**config.mk**
```make
export PLATFORM = sky130hd
export DESIGN_NAME = dda_line_rasterizer_core
export DESIGN_NICKNAME = d
export VERILOG_FILES = /design/src/rtl/dda_pkg.sv /design/src/rtl/dda_line_rasterizer_core.sv /design/src/rtl/dda_ctrl.sv /design/src/rtl/dda_dp.sv
export SDC_FILE = /design/constraint.sdc
export NUM_CORES = 1
export LEC_CHECK = 0
export ABC_AREA = 1
export BUFFER_PORTS_ARGS = -buffer_cell sky130_fd_sc_hd__clkbuf_2
export CORE_MARGIN = 5
export CORE_UTILIZATION = 37
export DETAILED_ROUTE_END_ITERATION = 10
export MAX_ROUTING_LAYER = met4
export PLACE_DENSITY = 0.63
export SYNTH_ARGS = -nofsm -noshare
export SYNTH_HDL_FRONTEND = slang
export SYNTH_SLANG_ARGS = --single-unit
```
**constraint.sdc**
```tcl
create_clock -name clk -period 10.2 [get_ports clk]
set_input_delay 2.04 -clock clk [delete_from_list [all_inputs] [get_ports clk]]
set_output_delay 2.04 -clock clk [all_outputs]
set_load 0.01 [all_outputs]
```
**src/rtl/dda_pkg.sv**
```systemverilog
package dda_pkg;

  localparam int COORD_BITS    = 12;
  localparam int COLOUR_BITS   = 32;
  localparam int FRAC_BITS_DEF = 16;

  localparam logic CMD_LOAD = 1'b0;
  localparam logic CMD_STEP = 1'b1;

  typedef struct packed {
    logic                         command;
    logic signed [COORD_BITS-1:0] x_start;
    logic signed [COORD_BITS-1:0] y_start;
    logic signed [COORD_BITS-1:0] x_end;
    logic signed [COORD_BITS-1:0] y_end;
    logic [COLOUR_BITS-1:0]       line_colour;
  } in_item_t;

  typedef struct packed {
    logic signed [COORD_BITS-1:0] pixel_x;
    logic signed [COORD_BITS-1:0] pixel_y;
    logic [COLOUR_BITS-1:0]       pixel_colour;
    logic                         last;
  } out_item_t;

  typedef struct packed {
    logic load_en;
    logic setup_en;
    logic div_en;
    logic fix_en;
    logic step_en;
  } dp_cmd_t;

  typedef struct packed {
    logic n_zero;
    logic steps_nz;
  } dp_stat_t;

endpackage

```
**src/rtl/dda_line_rasterizer_core.sv**
```systemverilog
// DDA line rasterizer.
// Input channel (in_valid/in_stall/in_data): a load transaction (command 0)
// takes both endpoints and a colour; a step transaction (command 1) advances
// the current line by one pixel.
// Output channel (out_valid/out_stall/out_data): one pixel per step while a
// line is active, last set on the end point. The start point is not plotted.
// A load gives no output. Then in_stall stays high through setup, divide
// and fix while the bit-serial divider forms the per-step increments (one
// quotient bit per cycle, both axes together); zero length stops at setup.
// A step's pixel appears in out_data the cycle after the transaction; steps
// are taken every cycle while the output register drains. A step with no
// line active is taken and gives nothing. A load drops any unfinished line.
// When out_stall holds a pending pixel, in_stall rises until it is taken.
// Reset (rst_n low, synchronous) leaves the block idle with no line active
// and no pixel pending.
module dda_line_rasterizer_core #(
  parameter int FRAC_BITS = dda_pkg::FRAC_BITS_DEF
) (
  input  logic               clk,
  input  logic               rst_n,
  input  logic               in_valid,
  output logic               in_stall,
  input  dda_pkg::in_item_t  in_data,
  output logic               out_valid,
  input  logic               out_stall,
  output dda_pkg::out_item_t out_data
);

  dda_pkg::dp_cmd_t  cmd;
  dda_pkg::dp_stat_t stat;

  dda_ctrl #(
    .FRAC_BITS(FRAC_BITS)
  ) u_ctrl (
    .clk       (clk),
    .rst_n     (rst_n),
    .in_valid  (in_valid),
    .in_command(in_data.command),
    .in_stall  (in_stall),
    .out_stall (out_stall),
    .out_valid (out_valid),
    .cmd       (cmd),
    .stat      (stat)
  );

  dda_dp #(
    .FRAC_BITS(FRAC_BITS)
  ) u_dp (
    .clk     (clk),
    .rst_n   (rst_n),
    .in_data (in_data),
    .out_data(out_data),
    .cmd     (cmd),
    .stat    (stat)
  );

  a_load_busy: assert property (@(posedge clk) disable iff (!rst_n)
    (in_valid && !in_stall && in_data.command == dda_pkg::CMD_LOAD) |=> in_stall)
    else $error("load not followed by busy");

  a_valid_src: assert property (@(posedge clk) disable iff (!rst_n)
    $rose(out_valid) |-> $past(cmd.step_en))
    else $error("output valid without a step");

  a_step_out: assert property (@(posedge clk) disable iff (!rst_n)
    cmd.step_en |=> out_valid)
    else $error("active step gave no pixel");

  a_step_idle: assert property (@(posedge clk) disable iff (!rst_n)
    cmd.step_en |-> !(cmd.setup_en || cmd.div_en || cmd.fix_en))
    else $error("step during divide");

endmodule

```
**src/rtl/dda_ctrl.sv**
```systemverilog
module dda_ctrl #(
  parameter int FRAC_BITS = dda_pkg::FRAC_BITS_DEF
) (
  input  logic              clk,
  input  logic              rst_n,
  input  logic              in_valid,
  input  logic              in_command,
  output logic              in_stall,
  input  logic              out_stall,
  output logic              out_valid,
  output dda_pkg::dp_cmd_t  cmd,
  input  dda_pkg::dp_stat_t stat
);

  localparam int CNT_W = $clog2(FRAC_BITS + 1);
  localparam logic [CNT_W-1:0] CNT_LAST = CNT_W'(FRAC_BITS);

  localparam logic [1:0] ST_IDLE  = 2'd0;
  localparam logic [1:0] ST_SETUP = 2'd1;
  localparam logic [1:0] ST_DIV   = 2'd2;
  localparam logic [1:0] ST_FIX   = 2'd3;

  logic [1:0]       state_r, state_nxt;
  logic [CNT_W-1:0] cnt_r, cnt_nxt;
  logic             out_valid_r, out_valid_nxt;
  logic             accept;

  always_comb begin
    in_stall     = (state_r != ST_IDLE) || (out_valid_r && out_stall);
    accept       = in_valid && !in_stall;
    cmd          = '0;
    cmd.load_en  = accept && (in_command == dda_pkg::CMD_LOAD);
    cmd.step_en  = accept && (in_command == dda_pkg::CMD_STEP) && stat.steps_nz;
    cmd.setup_en = (state_r == ST_SETUP);
    cmd.div_en   = (state_r == ST_DIV);
    cmd.fix_en   = (state_r == ST_FIX);
    state_nxt    = state_r;
    cnt_nxt      = cnt_r;
    unique case (state_r)
      ST_IDLE: begin
        if (cmd.load_en) state_nxt = ST_SETUP;
      end
      ST_SETUP: begin
        cnt_nxt   = '0;
        state_nxt = stat.n_zero ? ST_IDLE : ST_DIV;
      end
      ST_DIV: begin
        if (cnt_r == CNT_LAST) state_nxt = ST_FIX;
        else cnt_nxt = cnt_r + 1'b1;
      end
      ST_FIX: begin
        state_nxt = ST_IDLE;
      end
    endcase
    priority if (cmd.step_en) out_valid_nxt = 1'b1;
    else if (!out_stall)      out_valid_nxt = 1'b0;
    else                      out_valid_nxt = out_valid_r;
  end

  always_ff @(posedge clk) begin
    if (!rst_n) begin
      state_r     <= ST_IDLE;
      cnt_r       <= '0;
      out_valid_r <= 1'b0;
    end else begin
      state_r     <= state_nxt;
      cnt_r       <= cnt_nxt;
      out_valid_r <= out_valid_nxt;
    end
  end

  assign out_valid = out_valid_r;

endmodule

```
**src/rtl/dda_dp.sv**
```systemverilog
module dda_dp #(
  parameter int FRAC_BITS = dda_pkg::FRAC_BITS_DEF
) (
  input  logic               clk,
  input  logic               rst_n,
  input  dda_pkg::in_item_t  in_data,
  output dda_pkg::out_item_t out_data,
  input  dda_pkg::dp_cmd_t   cmd,
  output dda_pkg::dp_stat_t  stat
);

  localparam int C = dda_pkg::COORD_BITS;
  localparam int F = FRAC_BITS;
  localparam int P = C + F + 1;
  localparam int S = F + 2;
  localparam logic [P-1:0] HALF   = P'(1) << (F - 1);
  localparam logic [P-1:0] HALF_M = HALF - P'(1);

  logic signed [C:0]      dx_r, dy_r;
  logic [P-1:0]           pos_x_r, pos_y_r;
  logic [S-1:0]           step_x_r, step_y_r;
  logic [C-1:0]           steps_left_r;
  logic [C-1:0]           n_r;
  logic [C:0]             rem_x_r, rem_y_r;
  logic [F:0]             q_x_r, q_y_r;
  logic [dda_pkg::COLOUR_BITS-1:0] colour_r;
  dda_pkg::out_item_t     out_r;

  logic [C:0]   dx_nxt, dy_nxt, ax_full, ay_full;
  logic [C-1:0] ax, ay, n_comb;
  logic [C:0]   sub_x, sub_y, sel_x, sel_y;
  logic         ge_x, ge_y;
  logic [S-1:0] qx_ext, qy_ext;
  logic [P-1:0] pos_x_nxt, pos_y_nxt, rnd_x, rnd_y;

  always_comb begin
    dx_nxt  = {in_data.x_end[C-1], in_data.x_end} - {in_data.x_start[C-1], in_data.x_start};
    dy_nxt  = {in_data.y_end[C-1], in_data.y_end} - {in_data.y_start[C-1], in_data.y_start};
    ax_full = dx_r[C] ? -dx_r : dx_r;
    ay_full = dy_r[C] ? -dy_r : dy_r;
    ax      = ax_full[C-1:0];
    ay      = ay_full[C-1:0];
    n_comb  = (ax > ay) ? ax : ay;
    // one restoring-division step per cycle, x and y share the divisor
    sub_x   = rem_x_r - {1'b0, n_r};
    sub_y   = rem_y_r - {1'b0, n_r};
    ge_x    = rem_x_r >= {1'b0, n_r};
    ge_y    = rem_y_r >= {1'b0, n_r};
    sel_x   = ge_x ? sub_x : rem_x_r;
    sel_y   = ge_y ? sub_y : rem_y_r;
    qx_ext  = {1'b0, q_x_r};
    qy_ext  = {1'b0, q_y_r};
    pos_x_nxt = pos_x_r + {{(P-S){step_x_r[S-1]}}, step_x_r};
    pos_y_nxt = pos_y_r + {{(P-S){step_y_r[S-1]}}, step_y_r};
    // round half away from zero
    rnd_x   = pos_x_nxt + (pos_x_nxt[P-1] ? HALF_M : HALF);
    rnd_y   = pos_y_nxt + (pos_y_nxt[P-1] ? HALF_M : HALF);
    stat.n_zero   = (n_comb == '0);
    stat.steps_nz = (steps_left_r != '0);
  end

  always_ff @(posedge clk) begin
    if (!rst_n) begin
      steps_left_r <= '0;
      pos_x_r      <= '0;
      pos_y_r      <= '0;
      step_x_r     <= '0;
      step_y_r     <= '0;
      colour_r     <= '0;
    end else begin
      if (cmd.load_en) begin
        steps_left_r <= '0;
        pos_x_r      <= {in_data.x_start[C-1], in_data.x_start, {F{1'b0}}};
        pos_y_r      <= {in_data.y_start[C-1], in_data.y_start, {F{1'b0}}};
        colour_r     <= in_data.line_colour;
      end else if (cmd.fix_en) begin
        steps_left_r <= n_r;
        step_x_r     <= dx_r[C] ? -qx_ext : qx_ext;
        step_y_r     <= dy_r[C] ? -qy_ext : qy_ext;
      end else if (cmd.step_en) begin
        steps_left_r <= steps_left_r - 1'b1;
        pos_x_r      <= pos_x_nxt;
        pos_y_r      <= pos_y_nxt;
      end
    end
  end

  always_ff @(posedge clk) begin
    if (cmd.load_en) begin
      dx_r <= dx_nxt;
      dy_r <= dy_nxt;
    end
    if (cmd.setup_en) begin
      n_r     <= n_comb;
      rem_x_r <= {1'b0, ax};
      rem_y_r <= {1'b0, ay};
      q_x_r   <= '0;
      q_y_r   <= '0;
    end else if (cmd.div_en) begin
      rem_x_r <= {sel_x[C-1:0], 1'b0};
      rem_y_r <= {sel_y[C-1:0], 1'b0};
      q_x_r   <= {q_x_r[F-1:0], ge_x};
      q_y_r   <= {q_y_r[F-1:0], ge_y};
    end
    if (cmd.step_en) begin
      out_r.pixel_x      <= rnd_x[F+C-1:F];
      out_r.pixel_y      <= rnd_y[F+C-1:F];
      out_r.pixel_colour <= colour_r;
      out_r.last         <= (steps_left_r == C'(1));
    end
  end

  assign out_data = out_r;

endmodule
```
# ---- Word-level counts from Yosys, hierarchy flattened
# Index checks and enable logic that the tools add are counted.
dict set report word_totals {
  ff_bits 301
  input_bits 85
  output_inout_bits 59
}
dict set report classes {
  addsub 14
  order_cmp 3
  n_eq_ne 10
  mux 29
  n_bitwise 4
  reduce_logical 20
}
# op count
set op_table {}
lappend op_table {{$mux W29} 6}
lappend op_table {{$mux W12} 11}
lappend op_table {{$add A29 B29 Y29} 2}
lappend op_table {{$add A28 B28 Y28} 2}
lappend op_table {{$mux W18} 2}
lappend op_table {{$neg A17 Y18} 2}
lappend op_table {{$mux W16} 2}
lappend op_table {{$ge A13 B12 Y1} 2}
lappend op_table {{$sub A12 B12 Y13} 2}
lappend op_table {{$neg A12 Y12} 2}
lappend op_table {{$sub A12 B12 Y12} 2}
lappend op_table {{$eq A12 B1 Y1 const B} 1}
lappend op_table {{$gt A12 B12 Y1} 1}
lappend op_table {{$logic_not A12 Y1} 1}
lappend op_table {{$reduce_bool A12 Y1} 1}
lappend op_table {{$sub A12 B1 Y12 const B} 1}
lappend op_table {{$pmux W5 S2} 1}
lappend op_table {{$reduce_and A2 Y1} 5}
lappend op_table {{$pmux W2 S4} 1}
lappend op_table {{$reduce_bool A2 Y1} 4}
lappend op_table {{$mux W2} 3}
lappend op_table {{$ne A2 B1 Y1 const B} 3}
lappend op_table {{$add A5 B1 Y5 const B} 1}
lappend op_table {{$eq A5 B5 Y1 const B} 1}
lappend op_table {{other kinds (11)} 21}

# ---- Longest topological paths before layout
dict set report depth {
  depth_word 9
  ltp_mapped 26
  ltp_nobuf 26
}

# ---- By module
# A second synthesis with hierarchy kept.
dict set report unflattened {
  cells_unflattened 2949
  hier_area_um2 20891.3
}
# module n_inst cells_per_inst area_each_um2 seq_area_each_um2
set modules_own_cells {}
lappend modules_own_cells {dda_dp 1 2877 20413.3 7056.8}
lappend modules_own_cells {dda_ctrl 1 72 478.0 160.2}

# ---- Worst setup path after synthesis
# No wires, ideal clock.
dict set report synth_timing {
  path_kind {input-to-reg}
  start {in out_stall}
  end {reg u_dp.steps_left_r[1]}
  arrival_time_ps 4119
  slack_ps 5948
  cell_stages 8
  cell_sequence {nand2_1 -> nand3_1 -> nor2_1 -> nand2_1 -> inv_1 -> nor2_1 -> nand2_1 -> a31oi_1}
}
# item line
set synth_rtl {}
lappend synth_rtl {{from (decl)} dda_line_rasterizer_core.sv:25} ;# input logic out_stall,
lappend synth_rtl {{to (signal assigned)} dda_dp.sv:77} ;# steps_left_r <= n_r;
lappend synth_rtl {{to (signal assigned)} dda_dp.sv:81} ;# steps_left_r <= steps_left_r - 1'b1;
lappend synth_rtl {{to (decl)} dda_dp.sv:22} ;# logic [C-1:0] steps_left_r;

# ---- Worst setup path after layout
dict set report layout_timing {
  start {in out_stall}
  end {reg u_dp.pos_x_r[9]}
}
dict set report layout_via {
  elab_chain_len 7
}
# item line
set layout_rtl {}
lappend layout_rtl {{$logic_and A1 B1 Y1 (*)} dda_ctrl.sv:29} ;# in_stall = (state_r != ST_IDLE) || (out_valid_r && out_stall);
lappend layout_rtl {{$logic_or A1 B1 Y1 (*)} dda_ctrl.sv:29}
lappend layout_rtl {{$logic_not A1 Y1 (*)} dda_ctrl.sv:30} ;# accept = in_valid && !in_stall;
lappend layout_rtl {{$logic_and A1 B1 Y1 (*)} dda_ctrl.sv:30}
lappend layout_rtl {{$logic_and A1 B1 Y1 (2 in series)} dda_ctrl.sv:33} ;# cmd.step_en = accept && (in_command == dda_pkg::CMD_STEP) && stat.steps_nz;
lappend layout_rtl {{$reduce_and A2 Y1 (no line)} -}
lappend layout_rtl {{to (signal assigned)} dda_dp.sv:73} ;# pos_x_r <= {in_data.x_start[C-1], in_data.x_start, {F{1'b0}}};
lappend layout_rtl {{to (signal assigned)} dda_dp.sv:82} ;# pos_x_r <= pos_x_nxt;
lappend layout_rtl {{to (decl)} dda_dp.sv:20} ;# logic [P-1:0] pos_x_r, pos_y_r;
# Every way passes the cells marked *; elsewhere a longest branch is shown, timed or not.
# A chain may end at the register's enable or synchronous reset.

==> results.py <==
metrics = {
    "status": {
        "status": "complete, no violations",
    },
    "place": {
        "gp_congestion": 0.934,
        "dp.cells": 3527,
        "dp_hpwl_um": 42900,
        "portBuffers": 143,
    },
    "clock_tree": {
        "cts_tree": "yes",
        "post_cts.repair.setup_buffers": 0,
        "cts_hold_buf": 0,
        "path_clk_slew_ps": 60,
        "cts_buffers": 38,
        "cts_buffer_depth": 3,
        "clockRootBuffer": "clkbuf_16",
        "h-tree-depth": 2,
        "cts.sink_count": 301,
        "cts_resized": 0,
        "clkLatencyLatePin_ps": 570,
    },
    "synthesis": {
        "syn_avg_cell_area_um2": 7.29,
        "synth.cell_area_um2": 20100,
        "yosys_warnings": 0,
        "syn_inst": 2749,
        "synth_cell_types": 46,
        "synth.top_cell.area_share_pct": 18.2,
        "synth_nets": 2996,
        "yosysTopAreaCell": "dfxtp_1",
        "synthTopCellsByArea": "dfxtp_1 (18%), edfxtp_1 (18%), nand2_1 (11%), ha_1 (9.7%), o21ai_0 (6.6%)",
        "yosys_register_bits": 301,
        "ys_seq_area_share_pct": 36.0,
    },
    "global_routing": {
        "grt_pass1_wl_um": 90800,
        "overflow": 0,
        "antenna_found_initial": 0,
        "first_global_vias": 17400,
        "grt_start_max_net_pins": 84,
        "track_usage_pct": 19.2,
    },
    "detailed_routing": {
        "drt_wl_total_um": 56300,
        "vias": 18200,
        "drtIter0Drc": 1137,
        "via_per_inst": 5.07,
        "routedWlPerCell_um": 15.7,
        "drc": 0,
        "postRouteAntennaNets": 0,
        "dr.pass1.iters": 6,
    },
    "sta": {
        "max_freq_mhz": 198,
        "rsz0062_at_grt": "no",
        "slew-limit-headroom_pct": 18.6,
        "setup_tns_ps": 0,
        "skew_ps": 22.8,
        "hold_viol_final": 0,
        "drv_slew": 0,
        "worstMarginPinSlew_ps": 1220,
        "fin_crit_sh_pct": 49.5,
        "setup_viol": 0,
        "fin_crit_ps": 5050,
    },
    "floorplanning": {
        "die_h_um": 243,
        "die-area_um2": 59000,
        "core_area_um2": 53700,
        "fp.dieW_um": 243,
        "row_count": 85,
        "ios": 144,
        "start_util_pct": 37.3,
    },
    "hold_path": {
        "hold_start": "u_dp.colour_r[26]",
        "hold_class": "reg -> reg",
        "min_path_cells": 0,
    },
    "critical_path": {
        "startpoint": "out_stall",
        "endpoint_kind": "register",
        "timing.rr.start": "u_dp.step_x_r[0]",
        "worstPathArrival_ps": 5480,
        "critical_path_class": "in -> reg",
        "ff2ff_path_depth": 23,
        "critPathLaunchType": "primary input",
        "critical_path_required_ps": 10630,
        "crit_fanout": 59,
    },
    "finish": {
        "area_delta_synth_final_pct": 13.3,
        "drive_above_1_share_pct": 8.58,
        "fin_cells": 3597,
        "nNetsFinal": 3118,
        "fillers": 5543,
        "insertedDiodeCount": 0,
    },
    "power_and_ir_drop": {
        "ir_drop_v": 0.000151,
        "power_leakage_nw": 10.8,
        "power_density_nw_per_um2": 249,
    },
    "run": {
        "maxCapViolations": 0,
    },
}
-- final timing paths --
check                 endpoint  slack, ps
max reg2reg  u_dp.out_data[51]       5940
min          u_dp.out_data[27]        420
min reg2reg  u_dp.out_data[27]        420
max            u_dp.pos_x_r[9]       5150
-- Yosys cell counts (all sizes together) --
master and count:
nand4 36, nand3b 8, nand3 114, clkbuf 70
and2 3, o31ai 3, o211ai 16, xor2 97
clkinv 1, fa 6, buf 4, o21bai 17
a21boi 4, a211oi 3, nand2 614, nor3 37
or2 5, xnor2 33, o2111ai 2, edfxtp 119
o221ai 18, o21a 14, o21ai 268, a21oi 202
a21o 7, nor4 9, a31oi 44, dfxtp 182
ha 156, nor2 306, inv 346, nor3b 3
a2111oi 1, a31o 1
-- cell families after synthesis --
kind of cell / after synthesis / synth area share, %
AOI/OAI and AO/OA: 600 / 16.5
xor gates and xnor gates: 130 / 5.90
and+or+nand+nor: 1135 / 23.4
buffers and inverters: 421 / 7.90
adders and majority gates: 162 / 10.3
DFF: 301 / 36.0
-- layer usage --
layer / vias up / track usage (%) / part of all wire, %
li1: 9416 / - / -
met1: 8219 / 25.1 / 47
met2: 469 / 30.3 / 44
met3: 116 / 3.03 / 5.4
met4: 0 / 6.74 / 3.7
met5: - / - / 0
-- layout by cell type, fill, tap and decap left out, drive strengths merged, types with 4 or more instances in the layout --
cell,n
clkinv,9
nand2,614
fa,6
o21ai,268
a21oi,202
inv,352
xor2,97
nor3,37
o21a,14
nand3,114
nand4,36
ha,156
buf,13
a31oi,44
nor4,9
nor2,306
nand3b,8
edfxtp,119
o221ai,18
clkbuf,196
xnor2,33
o211ai,16
a21o,7
dfxtp,182
or2,5
o21bai,17
a21boi,4
-- cell type report --
| type | instances | area [um^2] | area share (%) |
|---|---|---|---|
| Clock inverter | 17 | 166 | 0.732 |
| Timing Repair Buffer | 156 | 813 | 3.58 |
| Tap cell | 696 | 871 | 3.83 |
| Clock buffer | 53 | 1080 | 4.76 |
| Multi-Input combinational cell | 2027 | 11300 | 49.6 |
| Inverter | 347 | 1300 | 5.73 |
| Sequential cell | 301 | 7220 | 31.8 |
-- flip-flops by register name, summed over array words and instances (netlist names), 17 cells and up, named ones only --
signal         cells
u_dp.step_y_r     18
u_dp.pos_y_r      29
u_dp.q_y_r        17
u_dp.step_x_r     18
u_dp.pos_x_r      29
u_dp.q_x_r        17
u_dp.colour_r     32
u_dp.out_data     57
-- through the flow --
step / hold WS (ps) / area, um^2 / setup WS, ps / util, % / total power, W
global route: 430 / 22700 / 4800 / 42.3 / 0.00612
CTS: 424 / 22700 / 5170 / 42.3 / 0.00567
finish: 423 / 22700 / 5150 / 42.3 / 0.00565
floorplan: 403 / 20100 / 5950 / - / 0.00364
global placement: 405 / 21500 / 4670 / 40.0 / 0.00428
detailed placement: 410 / 21500 / 4570 / 40.0 / 0.00429
-- where the power goes --
part	switching [W]	leakage, nW	internal (W)
registers	0.000183	2.59	0.00164
logic	0.00164	7.57	0.000840
clock network	0.000553	0.610	0.000800
-- critical path, cell delays in order --
cell and delay (ps):
clkbuf_2 80, nand2_1 90, nand3_1 140, nor2_4 100, buf_4 580, clkinv_1 520, buf_4 380, nand2_1 410
inv_1 620, o21a_1 270, o21ai_0 70, inv_1 60
Note: power is estimated with default switching activity, not from simulation.
